File: src/sv/assert_macros.svh
// ---------------------------------------------------------------------------
// assert_macros.svh
// Shared concurrent assertion macros for the retransmit tracker RTL.
// ---------------------------------------------------------------------------
`ifndef ASSERT_MACROS_SVH
`define ASSERT_MACROS_SVH

// same-cycle implication
`define ASSERT_IMPL(lbl, clk_s, rstn_s, ante, cons) \
  lbl: assert property (@(posedge clk_s) disable iff (!rstn_s) (ante) |-> (cons)) \
    else $error("assertion failed");

// next-cycle implication
`define ASSERT_NEXT(lbl, clk_s, rstn_s, ante, cons) \
  lbl: assert property (@(posedge clk_s) disable iff (!rstn_s) (ante) |=> (cons)) \
    else $error("assertion failed");

`endif

File: src/sv/rrt_pkg.sv
// ---------------------------------------------------------------------------
// rrt_pkg
// Types and constants shared by the retransmit request tracker modules.
// ---------------------------------------------------------------------------
package rrt_pkg;

  localparam int SLOTS       = 8;
  localparam int SLOT_W      = (SLOTS > 1) ? $clog2(SLOTS) : 1;
  localparam int MAX_RES     = 8;
  localparam int RES_W       = $clog2(MAX_RES + 1);
  localparam int QUEUE_DEPTH = 2;
  localparam int QPTR_W      = (QUEUE_DEPTH > 1) ? $clog2(QUEUE_DEPTH) : 1;
  localparam int QCNT_W      = $clog2(QUEUE_DEPTH + 1);

  localparam int IN_TDATA_W  = 112;
  localparam int OUT_TDATA_W = 88;
  localparam int CFG_ADDR_W  = 4;

  localparam logic [1:0] REG_TIMEOUT     = 2'd0;
  localparam logic [1:0] REG_MAX_RETRIES = 2'd1;
  localparam logic [1:0] REG_FIRST_ID    = 2'd2;

  localparam logic [31:0] TIMEOUT_RST     = 32'd1000;
  localparam logic [3:0]  MAX_RETRIES_RST = 4'd3;
  localparam logic [31:0] FIRST_ID_RST    = 32'd1;

  typedef enum logic [1:0] {
    KIND_SEND = 2'd0,
    KIND_ACK  = 2'd1,
    KIND_NACK = 2'd2,
    KIND_TICK = 2'd3
  } kind_t;

  typedef enum logic [1:0] {
    EV_SENT    = 2'd0,
    EV_FULL    = 2'd1,
    EV_RETX    = 2'd2,
    EV_GAVE_UP = 2'd3
  } event_t;

  typedef struct packed {
    kind_t       kind;
    logic [31:0] request_id;
    logic [31:0] peer_ip;
    logic [15:0] peer_port;
    logic [31:0] now_ms;
  } item_t;

  typedef struct packed {
    event_t      event_res;
    logic [2:0]  slot;
    logic [31:0] request_id;
    logic [31:0] dest_ip;
    logic [15:0] dest_port;
  } result_t;

  typedef struct packed {
    logic [31:0] timeout_ms;
    logic [3:0]  max_retries;
    logic        id_load;
    logic [31:0] id_value;
  } cfg_t;

endpackage

File: src/sv/rrt_front.sv
// ---------------------------------------------------------------------------
// rrt_front
// Accepts request items, decodes their kind and queues them for the engine.
// ---------------------------------------------------------------------------
`include "assert_macros.svh"

module rrt_front (
  input  logic                           clk,
  input  logic                           rst_n,
  input  logic                           in_tvalid,
  output logic                           in_tready,
  // request_id, peer_ip, peer_port, now_ms
  input  logic [rrt_pkg::IN_TDATA_W-1:0] in_tdata,
  // kind
  input  logic [1:0]                     in_tuser,
  input  logic                           pop,
  output logic                           item_valid,
  output rrt_pkg::item_t                 item
);

  rrt_pkg::item_t                    q_r [rrt_pkg::QUEUE_DEPTH];
  logic [rrt_pkg::QPTR_W-1:0]        wr_ptr_r, wr_ptr_nxt;
  logic [rrt_pkg::QPTR_W-1:0]        rd_ptr_r, rd_ptr_nxt;
  logic [rrt_pkg::QCNT_W-1:0]        cnt_r, cnt_nxt;
  rrt_pkg::item_t                    in_item;
  logic                              push;
  logic                              do_pop;

  always_comb begin
    in_item.kind       = rrt_pkg::kind_t'(in_tuser);
    in_item.request_id = in_tdata[31:0];
    in_item.peer_ip    = in_tdata[63:32];
    in_item.peer_port  = in_tdata[79:64];
    in_item.now_ms     = in_tdata[111:80];
  end

  assign in_tready  = (cnt_r != rrt_pkg::QCNT_W'(rrt_pkg::QUEUE_DEPTH));
  assign item_valid = (cnt_r != '0);
  assign item       = q_r[rd_ptr_r];
  assign push       = in_tvalid && in_tready;
  assign do_pop     = pop && item_valid;

  always_comb begin
    wr_ptr_nxt = wr_ptr_r;
    rd_ptr_nxt = rd_ptr_r;
    cnt_nxt    = cnt_r;
    if (push) begin
      wr_ptr_nxt = (wr_ptr_r == rrt_pkg::QPTR_W'(rrt_pkg::QUEUE_DEPTH - 1)) ? '0
                 : wr_ptr_r + rrt_pkg::QPTR_W'(1);
    end
    if (do_pop) begin
      rd_ptr_nxt = (rd_ptr_r == rrt_pkg::QPTR_W'(rrt_pkg::QUEUE_DEPTH - 1)) ? '0
                 : rd_ptr_r + rrt_pkg::QPTR_W'(1);
    end
    if (push && !do_pop) begin
      cnt_nxt = cnt_r + rrt_pkg::QCNT_W'(1);
    end else if (!push && do_pop) begin
      cnt_nxt = cnt_r - rrt_pkg::QCNT_W'(1);
    end
  end

  always_ff @(posedge clk) begin
    if (!rst_n) begin
      wr_ptr_r <= '0;
      rd_ptr_r <= '0;
      cnt_r    <= '0;
    end else begin
      wr_ptr_r <= wr_ptr_nxt;
      rd_ptr_r <= rd_ptr_nxt;
      cnt_r    <= cnt_nxt;
    end
  end

  always_ff @(posedge clk) begin
    if (push) begin
      q_r[wr_ptr_r] <= in_item;
    end
  end

  `ASSERT_IMPL(a_cnt_bound, clk, rst_n, 1'b1, cnt_r <= rrt_pkg::QCNT_W'(rrt_pkg::QUEUE_DEPTH))
  `ASSERT_NEXT(a_cnt_grow, clk, rst_n, push && !do_pop, cnt_r == $past(cnt_r) + rrt_pkg::QCNT_W'(1))
  `ASSERT_IMPL(a_ptr_gap, clk, rst_n, cnt_r == '0, wr_ptr_r == rd_ptr_r)

endmodule

File: src/sv/rrt_back.sv
// ---------------------------------------------------------------------------
// rrt_back
// Slot table, scan engine: one slot per cycle unless stalled; hold/out regs.
// ---------------------------------------------------------------------------
`include "assert_macros.svh"

module rrt_back (
  input  logic                            clk,
  input  logic                            rst_n,
  input  rrt_pkg::cfg_t                   cfg,
  input  logic                            item_valid,
  input  rrt_pkg::item_t                  item,
  output logic                            pop,
  output logic                            out_tvalid,
  input  logic                            out_tready,
  // slot, request_id_res, dest_ip, dest_port, zero pad
  output logic [rrt_pkg::OUT_TDATA_W-1:0] out_tdata,
  // event_res
  output logic [1:0]                      out_tuser,
  output logic                            out_tlast
);

  typedef enum logic [1:0] {ST_IDLE, ST_SCAN, ST_FLUSH} state_t;

  localparam int SLOTS  = rrt_pkg::SLOTS;
  localparam int SLOT_W = rrt_pkg::SLOT_W;
  localparam int RES_W  = rrt_pkg::RES_W;

  logic [31:0]       rid_r     [SLOTS];
  logic [31:0]       sent_r    [SLOTS];
  logic [3:0]        retries_r [SLOTS];
  logic [31:0]       ip_r      [SLOTS];
  logic [15:0]       port_r    [SLOTS];

  state_t            state_r, state_nxt;
  logic [SLOTS-1:0]  busy_r, busy_nxt;
  logic [31:0]       next_id_r, next_id_nxt;
  rrt_pkg::item_t    cur_r, cur_nxt;
  logic [SLOT_W-1:0] idx_r, idx_nxt;
  logic [RES_W-1:0]  nres_r, nres_nxt;
  logic              hold_v_r, hold_v_nxt;
  rrt_pkg::result_t  hold_r, hold_nxt;
  logic              out_v_r, out_v_nxt;
  rrt_pkg::result_t  out_r, out_nxt;
  logic              out_last_r, out_last_nxt;

  logic              rd_busy;
  logic [31:0]       rd_rid;
  logic [31:0]       rd_sent;
  logic [3:0]        rd_retries;
  logic [31:0]       elapsed;
  logic              last_idx;
  logic              out_free;
  logic              can_emit;
  logic              id_match;
  logic              due;
  logic              retry_ok;
  logic              emit;
  logic              done;
  rrt_pkg::result_t  res;
  logic              we_entry;
  logic              we_retx;
  logic [3:0]        retries_inc;

  assign rd_busy     = busy_r[idx_r];
  assign rd_rid      = rid_r[idx_r];
  assign rd_sent     = sent_r[idx_r];
  assign rd_retries  = retries_r[idx_r];
  assign elapsed     = cur_r.now_ms - rd_sent;
  assign last_idx    = (idx_r == SLOT_W'(SLOTS - 1));
  assign out_free    = !out_v_r || out_tready;
  assign can_emit    = !hold_v_r || out_free;
  assign id_match    = rd_busy && (rd_rid == cur_r.request_id);
  assign due         = rd_busy && (elapsed >= cfg.timeout_ms);
  assign retry_ok    = rd_retries < cfg.max_retries;
  assign retries_inc = rd_retries + 4'd1;

  always_comb begin
    state_nxt    = state_r;
    busy_nxt     = busy_r;
    next_id_nxt  = next_id_r;
    cur_nxt      = cur_r;
    idx_nxt      = idx_r;
    nres_nxt     = nres_r;
    hold_v_nxt   = hold_v_r;
    hold_nxt     = hold_r;
    out_v_nxt    = out_v_r;
    out_nxt      = out_r;
    out_last_nxt = out_last_r;
    pop          = 1'b0;
    emit         = 1'b0;
    done         = 1'b0;
    res          = '0;
    we_entry     = 1'b0;
    we_retx      = 1'b0;

    if (out_v_r && out_tready) begin
      out_v_nxt = 1'b0;
    end

    unique case (state_r)
      ST_IDLE: begin
        if (item_valid) begin
          pop       = 1'b1;
          cur_nxt   = item;
          idx_nxt   = '0;
          nres_nxt  = '0;
          state_nxt = ST_SCAN;
        end
      end
      ST_SCAN: begin
        if (can_emit) begin
          unique case (cur_r.kind)
            rrt_pkg::KIND_SEND: begin
              if (!rd_busy) begin
                emit             = 1'b1;
                done             = 1'b1;
                we_entry         = 1'b1;
                busy_nxt[idx_r]  = 1'b1;
                next_id_nxt      = next_id_r + 32'd1;
                res.event_res    = rrt_pkg::EV_SENT;
                res.slot         = 3'(idx_r);
                res.request_id   = next_id_r;
                res.dest_ip      = cur_r.peer_ip;
                res.dest_port    = cur_r.peer_port;
              end else if (last_idx) begin
                emit          = 1'b1;
                done          = 1'b1;
                res.event_res = rrt_pkg::EV_FULL;
              end
            end
            rrt_pkg::KIND_ACK: begin
              if (id_match) begin
                busy_nxt[idx_r] = 1'b0;
                done            = 1'b1;
              end else if (last_idx) begin
                done = 1'b1;
              end
            end
            rrt_pkg::KIND_NACK: begin
              if (id_match) begin
                emit           = 1'b1;
                done           = 1'b1;
                res.slot       = 3'(idx_r);
                res.request_id = cur_r.request_id;
                if (retry_ok) begin
                  we_retx       = 1'b1;
                  res.event_res = rrt_pkg::EV_RETX;
                  res.dest_ip   = cur_r.peer_ip;
                  res.dest_port = cur_r.peer_port;
                end else begin
                  busy_nxt[idx_r] = 1'b0;
                  res.event_res   = rrt_pkg::EV_GAVE_UP;
                end
              end else if (last_idx) begin
                done = 1'b1;
              end
            end
            rrt_pkg::KIND_TICK: begin
              if (due) begin
                emit           = 1'b1;
                res.slot       = 3'(idx_r);
                res.request_id = rd_rid;
                if (retry_ok) begin
                  we_retx       = 1'b1;
                  res.event_res = rrt_pkg::EV_RETX;
                  res.dest_ip   = ip_r[idx_r];
                  res.dest_port = port_r[idx_r];
                end else begin
                  busy_nxt[idx_r] = 1'b0;
                  res.event_res   = rrt_pkg::EV_GAVE_UP;
                end
                if (nres_r == RES_W'(rrt_pkg::MAX_RES - 1)) begin
                  done = 1'b1;
                end
              end
              if (last_idx) begin
                done = 1'b1;
              end
            end
            default: begin
              done = 1'b1;
            end
          endcase

          if (emit) begin
            if (hold_v_r) begin
              out_v_nxt    = 1'b1;
              out_nxt      = hold_r;
              out_last_nxt = 1'b0;
            end
            hold_v_nxt = 1'b1;
            hold_nxt   = res;
            nres_nxt   = nres_r + RES_W'(1);
          end

          if (done) begin
            state_nxt = ST_FLUSH;
          end else begin
            idx_nxt = idx_r + SLOT_W'(1);
          end
        end
      end
      ST_FLUSH: begin
        if (!hold_v_r) begin
          state_nxt = ST_IDLE;
        end else if (out_free) begin
          out_v_nxt    = 1'b1;
          out_nxt      = hold_r;
          out_last_nxt = 1'b1;
          hold_v_nxt   = 1'b0;
          state_nxt    = ST_IDLE;
        end
      end
      default: begin
        state_nxt = ST_IDLE;
      end
    endcase

    if (cfg.id_load) begin
      next_id_nxt = cfg.id_value;
    end
  end

  always_ff @(posedge clk) begin
    if (!rst_n) begin
      state_r    <= ST_IDLE;
      busy_r     <= '0;
      next_id_r  <= rrt_pkg::FIRST_ID_RST;
      idx_r      <= '0;
      nres_r     <= '0;
      hold_v_r   <= 1'b0;
      out_v_r    <= 1'b0;
      out_last_r <= 1'b0;
    end else begin
      state_r    <= state_nxt;
      busy_r     <= busy_nxt;
      next_id_r  <= next_id_nxt;
      idx_r      <= idx_nxt;
      nres_r     <= nres_nxt;
      hold_v_r   <= hold_v_nxt;
      out_v_r    <= out_v_nxt;
      out_last_r <= out_last_nxt;
    end
    cur_r  <= cur_nxt;
    hold_r <= hold_nxt;
    out_r  <= out_nxt;
  end

  always_ff @(posedge clk) begin
    if (we_entry) begin
      rid_r[idx_r]     <= next_id_r;
      sent_r[idx_r]    <= cur_r.now_ms;
      retries_r[idx_r] <= 4'd0;
      ip_r[idx_r]      <= cur_r.peer_ip;
      port_r[idx_r]    <= cur_r.peer_port;
    end else if (we_retx) begin
      sent_r[idx_r]    <= cur_r.now_ms;
      retries_r[idx_r] <= retries_inc;
    end
  end

  assign out_tvalid = out_v_r;
  assign out_tdata  = {5'd0, out_r.dest_port, out_r.dest_ip, out_r.request_id, out_r.slot};
  assign out_tuser  = out_r.event_res;
  assign out_tlast  = out_last_r;

  `ASSERT_IMPL(a_idle_no_hold, clk, rst_n, state_r == ST_IDLE, !hold_v_r)
  `ASSERT_IMPL(a_hold_counted, clk, rst_n, hold_v_r, nres_r != '0)
  `ASSERT_IMPL(a_nres_bound, clk, rst_n, 1'b1, nres_r <= RES_W'(rrt_pkg::MAX_RES))
  `ASSERT_NEXT(a_id_only_send, clk, rst_n, (state_r != ST_SCAN || cur_r.kind != rrt_pkg::KIND_SEND) && !cfg.id_load, $stable(next_id_r))

endmodule

File: src/sv/retransmit_request_tracker.sv
// ---------------------------------------------------------------------------
// retransmit_request_tracker
// Slot table that tracks outstanding reliable requests and flags resends.
// ---------------------------------------------------------------------------
// An accepted item enters a two-entry queue, so up to two items can wait
// while the engine works; the input is ready whenever an entry is free. The
// engine takes one item at a time and reads one table slot per cycle, unless
// the output stalls it, through its single read port: it loads the item in
// IDLE, examines slots in SCAN (a send stops at the first free slot, an ack
// or nack at the first busy match, a tick walks all slots), and releases any
// final result in FLUSH. Results leave through one output register with tlast
// on the final result of each item; an ack or an unmatched nack or an idle
// tick gives no result. Slot busy flags clear at reset; no clearing pass is
// needed.
// ---------------------------------------------------------------------------
module retransmit_request_tracker (
  input  logic                            clk,
  input  logic                            rst_n,
  input  logic                            in_tvalid,
  output logic                            in_tready,
  // request_id, peer_ip, peer_port, now_ms
  input  logic [rrt_pkg::IN_TDATA_W-1:0]  in_tdata,
  // kind
  input  logic [1:0]                      in_tuser,
  output logic                            out_tvalid,
  input  logic                            out_tready,
  // slot, request_id_res, dest_ip, dest_port, zero pad
  output logic [rrt_pkg::OUT_TDATA_W-1:0] out_tdata,
  // event_res
  output logic [1:0]                      out_tuser,
  output logic                            out_tlast,
  input  logic                            cfg_psel,
  input  logic                            cfg_penable,
  input  logic                            cfg_pwrite,
  input  logic [rrt_pkg::CFG_ADDR_W-1:0]  cfg_paddr,
  input  logic [31:0]                     cfg_pwdata,
  output logic [31:0]                     cfg_prdata,
  output logic                            cfg_pready
);

  logic [31:0]    timeout_r, timeout_nxt;
  logic [3:0]     max_retries_r, max_retries_nxt;
  logic [31:0]    first_id_r, first_id_nxt;
  logic           cfg_wr;
  logic [1:0]     reg_idx;
  rrt_pkg::cfg_t  cfg;
  logic           pop;
  logic           item_valid;
  rrt_pkg::item_t item;

  assign cfg_pready = 1'b1;
  assign cfg_wr     = cfg_psel && cfg_penable && cfg_pwrite && cfg_pready;
  assign reg_idx    = cfg_paddr[3:2];

  always_comb begin
    timeout_nxt     = timeout_r;
    max_retries_nxt = max_retries_r;
    first_id_nxt    = first_id_r;
    if (cfg_wr) begin
      unique case (reg_idx)
        rrt_pkg::REG_TIMEOUT:     timeout_nxt     = cfg_pwdata;
        rrt_pkg::REG_MAX_RETRIES: max_retries_nxt = cfg_pwdata[3:0];
        rrt_pkg::REG_FIRST_ID:    first_id_nxt    = cfg_pwdata;
        default: ;
      endcase
    end
  end

  always_comb begin
    unique case (reg_idx)
      rrt_pkg::REG_TIMEOUT:     cfg_prdata = timeout_r;
      rrt_pkg::REG_MAX_RETRIES: cfg_prdata = {28'd0, max_retries_r};
      rrt_pkg::REG_FIRST_ID:    cfg_prdata = first_id_r;
      default:                  cfg_prdata = 32'd0;
    endcase
  end

  always_ff @(posedge clk) begin
    if (!rst_n) begin
      timeout_r     <= rrt_pkg::TIMEOUT_RST;
      max_retries_r <= rrt_pkg::MAX_RETRIES_RST;
      first_id_r    <= rrt_pkg::FIRST_ID_RST;
    end else begin
      timeout_r     <= timeout_nxt;
      max_retries_r <= max_retries_nxt;
      first_id_r    <= first_id_nxt;
    end
  end

  always_comb begin
    cfg.timeout_ms  = timeout_r;
    cfg.max_retries = max_retries_r;
    cfg.id_load     = cfg_wr && (reg_idx == rrt_pkg::REG_FIRST_ID);
    cfg.id_value    = cfg_pwdata;
  end

  rrt_front u_front (
    .clk        (clk),
    .rst_n      (rst_n),
    .in_tvalid  (in_tvalid),
    .in_tready  (in_tready),
    .in_tdata   (in_tdata),
    .in_tuser   (in_tuser),
    .pop        (pop),
    .item_valid (item_valid),
    .item       (item)
  );

  rrt_back u_back (
    .clk        (clk),
    .rst_n      (rst_n),
    .cfg        (cfg),
    .item_valid (item_valid),
    .item       (item),
    .pop        (pop),
    .out_tvalid (out_tvalid),
    .out_tready (out_tready),
    .out_tdata  (out_tdata),
    .out_tuser  (out_tuser),
    .out_tlast  (out_tlast)
  );

endmodule

File: config.mk
export PLATFORM = sky130hd
export DESIGN_NAME = retransmit_request_tracker
export DESIGN_NICKNAME = d
export VERILOG_FILES = /design/src/sv/rrt_pkg.sv /design/src/sv/rrt_front.sv /design/src/sv/rrt_back.sv /design/src/sv/retransmit_request_tracker.sv
export VERILOG_INCLUDE_DIRS = /design/src /design/src/sv
export SDC_FILE = /design/constraint.sdc
export NUM_CORES = 2
export LEC_CHECK = 0
export BUFFER_PORTS_ARGS = -buffer_cell sky130_fd_sc_hd__buf_2
export CORE_MARGIN = 3
export CORE_UTILIZATION = 36
export CTS_CLUSTER_SIZE = 14
export DETAILED_ROUTE_END_ITERATION = 16
export GPL_ROUTABILITY_DRIVEN = 0
export HOLD_SLACK_MARGIN = 0.05
export PLACE_DENSITY_LB_ADDON = 0.3
export SETUP_SLACK_MARGIN = 0.4
export SYNTH_ARGS = -nofsm -noshare
export SYNTH_HDL_FRONTEND = slang
export SYNTH_HIERARCHICAL = 1
export SYNTH_SLANG_ARGS = --single-unit
export TNS_END_PERCENT = 20
File: constraint.sdc
create_clock -name clk -period 28.5 [get_ports clk]
set_input_delay 0 -clock clk [delete_from_list [all_inputs] [get_ports clk]]
set_output_delay 0 -clock clk [all_outputs]
set_load 0.02 [all_outputs]
# --- Yosys cells after proc, flatten, opt, wreduce, memory -nomap -nowiden ---
# Memories as Yosys holds them, arrays and structs flattened. A register that Yosys moved wholly into a read port is not among the register bits.
# Index checks and enable logic that the tools add are counted.
totals:
  wordCells: 225
  register_bits: 294
  in_bits: 157
  ram_bits: 1156
  out_inout_bits: 126
  n_memories: 6
mem_list:
  columns: ["name", "depth", "word_bits", "rd", "rd_clocked_by_memory_dff", "write_ports", "line", "source"]
  rows:
  - ["u_back.ip_r", 8, 32, 1, 1, 1, "rrt_back.sv:32", "logic [31:0] ip_r [SLOTS];"]
  - ["u_back.rid_r", 8, 32, 1, 1, 1, "rrt_back.sv:29", "logic [31:0] rid_r [SLOTS];"]
  - ["u_back.sent_r", 8, 32, 1, 1, 1, "rrt_back.sv:30", "logic [31:0] sent_r [SLOTS];"]
  - ["u_front.q_r", 2, 114, 1, 1, 1, "rrt_front.sv:21", "rrt_pkg::item_t q_r [rrt_pkg::QUEUE_DEPTH];"]
  - ["u_back.port_r", 8, 16, 1, 1, 1, "rrt_back.sv:33", "logic [15:0] port_r [SLOTS];"]
  - ["u_back.retries_r", 8, 4, 1, 1, 1, "rrt_back.sv:31", "logic [3:0] retries_r [SLOTS];"]
classes:
  eq_ne: 25
  bitwise: 5
  n_lt_le_gt_ge: 4
  n_addsub: 9
  mux: 112
  n_reduce_logical: 40
ops:
  columns: ["cell", "n"]
  rows:
  - ["85-bit two-way mux", 7]
  - ["85-bit one-hot mux with 3 select lines", 1]
  - ["32-bit two-way mux", 6]
  - ["85-bit one-hot mux with 2 select lines", 1]
  - ["48-bit two-way mux", 2]
  - ["32-bit one-hot mux with 3 select lines", 1]
  - ["83-bit two-way mux", 1]
  - ["1-bit two-way mux", 51]
  - ["8-bit two-way mux", 5]
  - ["3-bit two-way mux", 13]
  - ["32-bit by 1-bit adder with 32-bit output, second input constant", 1]
  - ["32-bit equality test", 1]
  - ["32-bit greater-or-equal comparator", 1]
  - ["8-bit one-hot mux with 4 select lines", 1]
  - ["32-bit subtractor", 1]
  - ["2-bit by 1-bit != test with 1-bit output, second input constant", 9]
  - ["2-bit two-way mux", 8]
  - ["4-bit two-way mux", 4]
  - ["4-bit AND reduction", 4]
  - ["2-bit nonzero test", 7]
  - ["6-bit AND reduction", 2]
  - ["1-bit logical AND", 11]
  - ["2-bit != test, second input constant", 5]
  - ["4-bit by 1-bit adder with 4-bit output, second input constant", 2]
  - ["29 further kinds", 50]

# --- Logic depth before layout (Yosys ltp) ---
# Gate-level depths: netlist of run 1.
logic_depth:
  depth_word: 13
  ltp_mapped: 33
  ltp_nobuf: 26

# --- Cells and area by module ---
# The synthesis of run 1 kept the hierarchy.
modules_own_cells:
  columns: ["mod", "area_each_um2", "cells_per_inst", "instances", "seq_area_each_um2"]
  rows:
  - ["rrt_back", 50210.7, 2701, 1, 37496.0]
  - ["rrt_front", 8717.1, 379, 1, 6946.7]
  - ["retransmit_request_tracker", 3166.8, 346, 1, 1361.3]

# --- Worst setup path before layout of run 1 ---
# Ideal clock, no wire load.
synth_path:
  kind: "register -> register"
  start: "reg (tool-made name)"
  end: "reg u_back.out_r (netlist bit u_back/out_tdata[0]) (enable)"
  period_less_slack_ps: 14162
  required_time_ps: 27845
  slack_ps: 14338
  t_arrival_ps: 13507
  n_path_buf: 7
  setup_ps: 655
  path_stages_with_launch: 31
  path_cell_list: "dfxtp_1 > buf_2 > buf_4 > buf_2 > buf_2 > clkbuf_1 > buf_1 > mux4_2 > mux2i_1 > ha_1 > nor2b_1 > o21ai_0 > a21oi_1 > o41ai_1 > or4_1 > a211oi_1 > o311a_1 > o211ai_1 > mux2i_1 > a221oi_1 > ha_1 > nand4_1 > or2_2 > a2111oi_0 > o22ai_1 > a21oi_1 > o41a_1 > a31oi_2 > and2_1 > buf_2 > a211oi_1"
synth_rtl:
  columns: ["item", "line", "source"]
  rows:
  - ["to (signal assigned)", "rrt_back.sv:247", "out_r <= out_nxt;"]
  - ["to (decl)", "rrt_back.sv:44", "rrt_pkg::result_t out_r, out_nxt;"]

==> results of run 1 <==
==> registers in the layout, summed over array words and instances, names as in the netlist, 3 cells and up, named ones only <==
| signal | flops |
|---|---|
| u_back/ip_r | 256 |
| u_back/rid_r | 256 |
| u_back/sent_r | 256 |
| u_front/q_r | 228 |
| u_back/port_r | 128 |
| u_back/cur_r | 114 |
| u_back/hold_r | 85 |
| u_back/out_tdata | 83 |
| first_id_r | 32 |
| timeout_r | 32 |
| u_back/next_id_r | 32 |
| u_back/retries_r | 32 |
| max_retries_r | 4 |
| u_back/nres_r | 4 |
| u_back/idx_r | 3 |
==> layout make-up <==
type / count / area, um2 / share of cell area, %
Clock inverter: 102 / 1090 / 1.46
Timing Repair Buffer: 608 / 4580 / 6.14
Inverter: 64 / 258 / 0.346
Tap cell: 2295 / 2870 / 3.85
Sequential cell: 1568 / 45800 / 61.5
Multi-Input combinational cell: 1645 / 15400 / 20.7
Clock buffer: 208 / 4460 / 5.99
Antenna cell: 1 / 2.50 / 0.00336
==> synth_stat cells (all sizes together), types with 3 or more instances <==
cell type,instances
and4,5
mux2,123
ha,77
edfxtp,1440
nor3,13
nand3b,4
xor2,29
o22ai,4
a31oi,4
clkbuf,72
dfxtp,128
or3,3
nor2,122
o21bai,4
o21ai,111
a2111oi,7
nand4,17
nor4,7
nand2,281
nand3,30
inv,64
a22o,4
nor2b,33
o21a,10
or4,4
xnor2,67
mux2i,239
a211oi,11
o221a,6
a21boi,4
o211ai,7
buf,81
and2,31
and3,19
nand2b,13
a21oi,73
a22oi,12
mux4,216
a21o,22
==> worst min-delay path by stage <==
stage	from	end	slack, ps	cells past startpoint
6_report	cfg_pwdata[6]	first_id_r[6]	110	4
5_1_grt	cfg_pwdata[5]	first_id_r[5]	80	4
4_1_cts	cfg_pwdata[5]	first_id_r[5]	50	4
3_5_place_dp	in_tdata[98]	u_front/q_r[0][18]	190	1
3_3_place_gp	in_tdata[96]	u_front/q_r[0][16]	190	1
2_1_floorplan	in_tdata[80]	u_front/q_r[0][0]	100	0
==> critical path, stage by stage (launching register included) <==
cell	delay, ps
dfxtp_4	950
mux4_2	370
mux2_2	150
ha_1	170
inv_1	70
fa_1	420
a21o_1	170
a21oi_1	200
o21ai_0	250
a221oi_1	710
a21boi_0	380
a211o_1	380
a21oi_1	240
o21bai_1	90
a21oi_1	180
xnor2_1	130
ha_1	310
and4_1	190
nand3_1	80
a2111oi_0	470
o22ai_1	180
a21oi_1	380
o41a_1	470
a31oi_2	180
and2_1	350
a211oi_4	280
buf_4	440
buf_4	740
==> per-layer routing <==
layer	track usage, %	vias to the layer above
met5	0	-
li1	-	14700
met4	5.85	0
met3	2.99	239
met2	29.4	829
met1	21.8	16700
==> metrics by stage <==
step	instance area [um2]	worst slack, ps	cells
after floorplan	62100	14340	3430
after global placement	66200	18940	5907
after detailed placement	66200	18870	5907
after CTS	74500	18820	6489
after global routing	74500	18250	6490
final	74500	19000	6491
==> kinds of logic after synthesis <==
family | count (synthesis) | synth area share (%)
simple gates | 588 | 4.33
flops | 1568 | 73.8
xor+xnor | 96 | 1.35
buf+inv | 217 | 1.66
other cells | 2 | 0.0121
fa+ha+maj | 78 | 1.58
mux | 578 | 14.3
compound gates | 299 | 3.01
==> where the power goes <==
group          leakage, nW  switching [mW]  internal [mW]
Sequential            14.3           0.201           2.88
Combinational         7.79           0.694          0.527
Clock                 2.70           0.907           1.27
==> placed cells by master (no fill, tap or decap), types with 12 or more instances in the layout <==
cell type / synthesis / final
a21oi_1: 73 / 73
nor2_4: 0 / 15
clkinv_2: 0 / 30
nand2b_1: 12 / 12
o21ai_1: 22 / 22
dfxtp_1: 128 / 124
ha_1: 77 / 77
bufinv_16: 0 / 17
o21ai_0: 89 / 89
buf_4: 16 / 61
buf_2: 37 / 273
mux2i_1: 239 / 239
clkinv_1: 0 / 26
xnor2_1: 67 / 67
mux2_2: 63 / 63
inv_1: 63 / 61
dlygate4sd3_1: 0 / 273
nand2_1: 281 / 280
nand4_1: 17 / 17
nor2b_1: 32 / 32
nor2_1: 122 / 107
a22oi_1: 12 / 12
and2_1: 31 / 31
edfxtp_1: 1440 / 1440
nor3_1: 12 / 12
a21o_1: 22 / 21
mux4_2: 216 / 216
mux2_4: 60 / 60
nand3_1: 30 / 30
and3_1: 19 / 17
clkbuf_1: 72 / 34
xor2_1: 29 / 29
clkbuf_16: 0 / 172
==> what timing repair did <==
item	4_1_cts	5_1_grt
hold buffers	272	1
gates resized for setup	0	0
hold endpoints to repair	392	2
setup buffers	0	0
==> reports/metrics.csv, run 1 <==
stage,metric,value,unit
placement,I/O Buffers,274,
finish,area grow syn2layout,20.0,%
yosys,Synth Warn #,6,
clocking,clock buffer depth,3,
yosys,sequential-to-total area share from yosys stat,73.8,%
yosys,Yosys top cell area share,69.6,%
clocking,clock tree sinks,1568,
global_route,largest net degree at the start of global routing,126,
clocking,H-tree depth,4,
worst_setup_path,worst path required time,28900,ps
global_route,GRT Util Overall,17.1,%
worst_setup_path,Worst Setup Path Type,reg -> reg,
yosys,"area leader, netlist",edfxtp_1,
yosys,distinct cell type count after synthesis,76,
power_and_ir_drop,Tot Pwr,6.48,mW
sta,period utilisation layout,33.3,%
global_route,number of global-route vias before repair,34300,
routing,final WL,153000,um
power_and_ir_drop,leakage,24.8,nW
worst_setup_path,worst-path fanout max,56,
routing,M1 wire length,63600,um
clocking,CTS tree,built,
routing,DR iter-0 viols,2681,
floorplan,# IOs,283,
routing,total number of vias,32400,
yosys,number of synthesized flops with an enable pin,1440,
finish,number of fillers in the final layout,15000,
worst_setup_path,CP Capture Point,u_back/out_tdata[60],
worst_setup_path,endpoint type of the worst setup path,flop,
sta,Post-Route Skew,42.1,ps
sta,WHS,106,ps
sta,max_slew headroom,31.7,%
global_route,first-pass GRT wire length,226000,um
routing,# DRC,0,
yosys,most area-consuming cells after synthesis,"edfxtp_1, mux4_2, dfxtp_1",
sta,hold violation total from the final report,0,
yosys,number of synthesized register bits,1568,
finish,layout cells sized above 1,23.1,%
routing,Vias per Instance,5.00,
placement,DP HPWL,90200,um
yosys,"Cell Area, Synth",0.0621,mm2
routing,DR WL/cell,23.5,um
sta,pins over their slew limit,0,
routing,WL met2,77000,um
sta,fin crit period,9500,ps
sta,Slew @ Worst Pin,1030,ps
sta,RSZ-0062 raised after global routing,no,
floorplan,die height,421,um
routing,top sig layer,met4,
yosys,Async SR Flop Fraction,0,%
yosys,Post-synth top flop,edfxtp_1,
floorplan,num rows,151,
hold_path,Hold WC Path Type,in -> reg,
sta,endpoints failing setup,0,
floorplan,Core ar.,0.170,mm2
floorplan,full die area,0.178,mm2
status,status,finished clean,
global_route,grt total ovfl,0,
clocking,CTS Buf Count,169,
worst_setup_path,startpoint types,flop,
routing,first drt pass iteration count,5,
yosys,syn avg cell area,18.1,um2
floorplan,chip width,421,um
global_route,initial antenna violation count,5,
worst_setup_path,worst reg2reg endpoint,u_back/out_tdata[60],
clocking,clk_lat worst skew,800,ps
routing,Final ANT Viol Nets,0,
clocking,CTS clock-pin slew for the worst setup and hold paths,60,ps
power_and_ir_drop,VDD IR max,0.0640,mV
sta,fmax,0.105,GHz
worst_setup_path,Worst R2R Path Depth,27,
yosys,Cells after Synth,3426,
floorplan,initial core utilization,36.4,%
job,max-cap viol count,0,
clocking,CTS Root Cell,clkbuf_16,
worst_setup_path,Critical Path AT,9900,ps
sta,Sum Neg Setup Slack,0,ps
finish,final core utilization,43.7,%
finish,Final #Nets,4291,
worst_setup_path,Worst R2R Setup Slack,19000,ps
power_and_ir_drop,Power Density,87.0,mW/mm2
routing,metal3 WL,7020,um
No activity file was read; power rests on OpenSTA's default activity.
==> run 2, diff against run 1 <==
ABC_AREA = 1   (was default)
clock period = 9.6 ns   (was 28.5 ns; I/O delays follow)
==> reports/metrics.csv, run 2 <==
stage,metric,value,unit,change
worst_setup_path,Worst R2R Path Depth,29,,was 27
yosys,Cells after Synth,5170,,"was 3,426"
floorplan,num rows,154,,was 151
worst_setup_path,Slowest Stage Delay on Critical Path,730,ps,was 950 ps
floorplan,initial core utilization,36.4,%,about the same
floorplan,full die area,0.184,mm2,was 0.178 mm2
worst_setup_path,Worst R2R Setup Slack,1190,ps,"was 19,000 ps"
placement,DP HPWL,101000,um,"was 90,200 um"
status,status,finished clean,,unchanged
clocking,CTS tree,built,,unchanged
yosys,Post-synth top flop,edfxtp_1,,unchanged
worst_setup_path,Worst Setup Path Type,reg -> reg,,unchanged
job,max-cap viol count,0,,unchanged
clocking,H-tree depth,4,,unchanged
global_route,GRT Util Overall,18.8,%,was 17.1%
sta,period utilisation layout,87.6,%,was 33.3%
finish,"most common cell after layout, fill and taps aside",edfxtp_1,,unchanged
power_and_ir_drop,Seq pwr share,46.4,%,was 47.5%
yosys,syn avg cell area,12.4,um2,was 18.1 um2
routing,final WL,176000,um,"was 153,000 um"
worst_setup_path,Critical Path AT,8850,ps,was 9900 ps
routing,total number of vias,41600,,"was 32,400"
floorplan,Core ar.,0.177,mm2,was 0.170 mm2
power_and_ir_drop,switching pwr,6.22,mW,was 1.80 mW
yosys,number of synthesized flops with an enable pin,1440,,unchanged
worst_setup_path,startpoint types,flop,,unchanged
clocking,CTS Root Cell,clkbuf_16,,unchanged
placement,I/O Buffers,274,,unchanged
routing,# DRC,0,,unchanged
routing,Final ANT Viol Nets,0,,unchanged
power_and_ir_drop,Comb pwr share,21.1,%,was 18.8%
global_route,grt total ovfl,0,,unchanged
yosys,distinct cell type count after synthesis,59,,was 76
global_route,largest net degree at the start of global routing,209,,was 126
clocking,cts hold-fix bufs,302,,was 272
floorplan,die height,429,um,was 421 um
yosys,most area-consuming cells after synthesis,"edfxtp_1, nor2_1, o21ai_0",,"was edfxtp_1, mux4_2, dfxtp_1"
yosys,Synth Warn #,6,,unchanged
worst_setup_path,CP dominant cell by count,o21ai_0,,was a21oi_1
clocking,post-CTS resize count,0,,unchanged
clocking,clock tree sinks,1568,,unchanged
yosys,number of synthesized register bits,1568,,unchanged
routing,first drt pass iteration count,6,,was 5
power_and_ir_drop,VDD IR max,0.176,mV,was 0.0640 mV
power_and_ir_drop,Sw Ratio,31.2,%,was 27.8%
power_and_ir_drop,Power Density,260,mW/mm2,was 87.0 mW/mm2
yosys,Yosys top cell area share,67.2,%,was 69.6%
sta,Final WS setup,1190,ps,"was 19,000 ps"
hold_path,Hold WC Path Type,in -> reg,,unchanged
clocking,clk_lat worst skew,810,ps,was 800 ps
sta,RSZ-0062 raised after global routing,no,,unchanged
sta,fin crit period,8410,ps,was 9500 ps
finish,area grow syn2layout,19.2,%,was 20.0%
sta,hold violation total from the final report,0,,unchanged
clocking,clock buffer depth,3,,unchanged
finish,Final #Nets,5941,,"was 4,291"
sta,endpoints failing setup,0,,unchanged
routing,DR iter-0 viols,3710,,"was 2,681"
clocking,CTS clock-pin slew for the worst setup and hold paths,60,ps,about the same
routing,M1 wire length,72200,um,"was 63,600 um"
yosys,most common cell in the netlist,edfxtp_1,,unchanged
worst_setup_path,slowest CP cell,dfxtp_4,,unchanged
global_route,number of global-route vias before repair,40800,,"was 34,300"
placement,Post-Place Worst Slack,1150,ps,"was 18,870 ps"
finish,biggest regs,"u_back/ip_r x256, u_back/rid_r x256, u_back/sent_r x256",,unchanged
routing,top sig layer,met4,,unchanged
worst_setup_path,worst-path fanout max,181,,was 56
yosys,sequential-to-total area share from yosys stat,71.2,%,was 73.8%
yosys,"area leader, netlist",edfxtp_1,,unchanged
floorplan,chip width,429,um,was 421 um
power_and_ir_drop,Pint,13.7,mW,was 4.68 mW
clocking,CTS Buf Count,169,,unchanged
yosys,"Cell Area, Synth",0.0644,mm2,was 0.0621 mm2
global_route,initial antenna violation count,8,,was 5
power_and_ir_drop,Tot Pwr,19.9,mW,was 6.48 mW
sta,Post-Route Skew,41.0,ps,was 42.1 ps
worst_setup_path,CP Capture Point,u_back/out_tdata[51],,was u_back/out_tdata[60]
floorplan,# IOs,283,,unchanged
routing,WL met2,89300,um,"was 77,000 um"
worst_setup_path,worst reg2reg endpoint,u_back/out_tdata[51],,was u_back/out_tdata[60]
routing,metal3 WL,9260,um,was 7020 um
sta,fmax,0.119,GHz,was 0.105 GHz
routing,DR WL/cell,21.5,um,was 23.5 um
yosys,Synth top cells by count,"edfxtp_1, nor2_1, nand2_1",,"was edfxtp_1, nand2_1, mux2i_1"
global_route,first-pass GRT wire length,262000,um,"was 226,000 um"
finish,most used cells in the layout excluding fill and tap cells,"edfxtp_1, nor2_1, nand2_1",,"was edfxtp_1, nand2_1, dlygate4sd3_1, buf_2, mux2i_1"
power_and_ir_drop,leakage,27.5,nW,was 24.8 nW
sta,pins over their slew limit,0,,unchanged
worst_setup_path,worst path required time,10050,ps,"was 28,900 ps"
power_and_ir_drop,clock power share,32.5,%,was 33.7%
routing,Vias per Instance,5.07,,was 5.00
finish,layout cells sized above 1,13.0,%,was 23.1%
sta,Slew @ Worst Pin,1310,ps,was 1030 ps
yosys,Async SR Flop Fraction,0,%,unchanged
sta,Sum Neg Setup Slack,0,ps,unchanged
worst_setup_path,endpoint type of the worst setup path,flop,,unchanged
sta,max_slew headroom,12.3,%,was 31.7%
clocking,Post-CTS Setup Bufs,0,,unchanged
-- run 2: cell count changes after synthesis, moves of 62 or more --
cell and change:
o221ai_1 +62, inv_1 +291, o21ai_0 +446, nor2_1 +633
mux2i_1 -239, mux4_2 -216, nand3_1 +211, nand2_1 +352
o22ai_1 +82, clkbuf_1 +80
-- run 2: worst max-delay path: cells and delay by family (launching register included) --
kind | cells | cell delay (ps)
simple gates | 10 | 2040
fa+ha+maj | 2 | 660
buf+inv | 5 | 1540
flops | 1 | 730
xor+xnor | 1 | 90
compound gates | 11 | 2770
-- run 2: routing by layer --
| metal | global-route usage [%] | vias up |
|---|---|---|
| met2 | 32.8 | 1215 |
| met3 | 2.60 | 260 |
| met1 | 23.9 | 20500 |
| met5 | 0 | - |
| li1 | - | 19600 |
| met4 | 6.64 | 0 |
-- run 2: kinds of logic (layout without fill, tap and decap cells) --
| group | count (synthesis) | after routing | synth area share, % |
|---|---|---|---|
| AND/OR/NAND/NOR | 1692 | 1692 | 10.6 |
| flip-flops | 1568 | 1568 | 71.2 |
| AO/OA/AOI/OAI | 1012 | 1012 | 9.18 |
| buffers and inverters | 644 | 1319 | 4.32 |
| multiplexers | 114 | 114 | 2.34 |
| adder cells (fa/ha/maj) | 78 | 78 | 1.53 |
| XOR/XNOR | 60 | 60 | 0.816 |
| other | 2 | 12 | 0.0117 |
-- run 2: cell type report --
type / instances / area (um2)
clock buffers: 207 / 4410
diodes: 6 / 15.0
inverters: 361 / 1390
multi-input cells: 2962 / 16000
clock inverters: 107 / 1130
well taps: 2340 / 2930
fillers: 16100 / 100000
repair buffers: 644 / 5050
flip-flops and latches: 1568 / 45800
-- run 2: worst min-delay path by stage --
| stage | start | end | slack (ps) | depth (start not counted) |
|---|---|---|---|---|
| after floorplan | in_tdata[80] | u_front/q_r[0][0] | 100 | 0 |
| after global placement | in_tdata[55] | u_front/q_r[0][71] | 190 | 1 |
| after detailed placement | in_tdata[58] | u_front/q_r[0][74] | 190 | 1 |
| after CTS | cfg_pwdata[1] | u_back/next_id_r[1] | 50 | 4 |
| after global routing | cfg_pwdata[1] | u_back/next_id_r[1] | 110 | 4 |
| final | cfg_pwdata[1] | u_back/next_id_r[1] | 120 | 4 |
-- run 2: through the flow --
step	utilization, %	area [um2]	hold slack (ps)	cells
2_1_floorplan	-	64400	98.9	5174
5_1_grt	43.4	76700	109	8193
3_5_place_dp	38.5	68200	191	7573
3_3_place_gp	38.5	68200	188	7573
6_report	43.4	76700	123	8195
4_1_cts	43.4	76700	52.9	8189
-- run 2: power groups by stage --
| stage | logic (mW) | clock network, mW | registers, mW |
|---|---|---|---|
| 2_1_floorplan | 2.92 | 0 | 9.12 |
| 3_3_place_gp | 4.07 | 0 | 9.38 |
| 3_5_place_dp | 4.14 | 0 | 9.40 |
| 4_1_cts | 4.26 | 6.65 | 9.27 |
| 5_1_grt | 4.68 | 6.91 | 9.35 |
| 6_report | 4.20 | 6.47 | 9.25 |
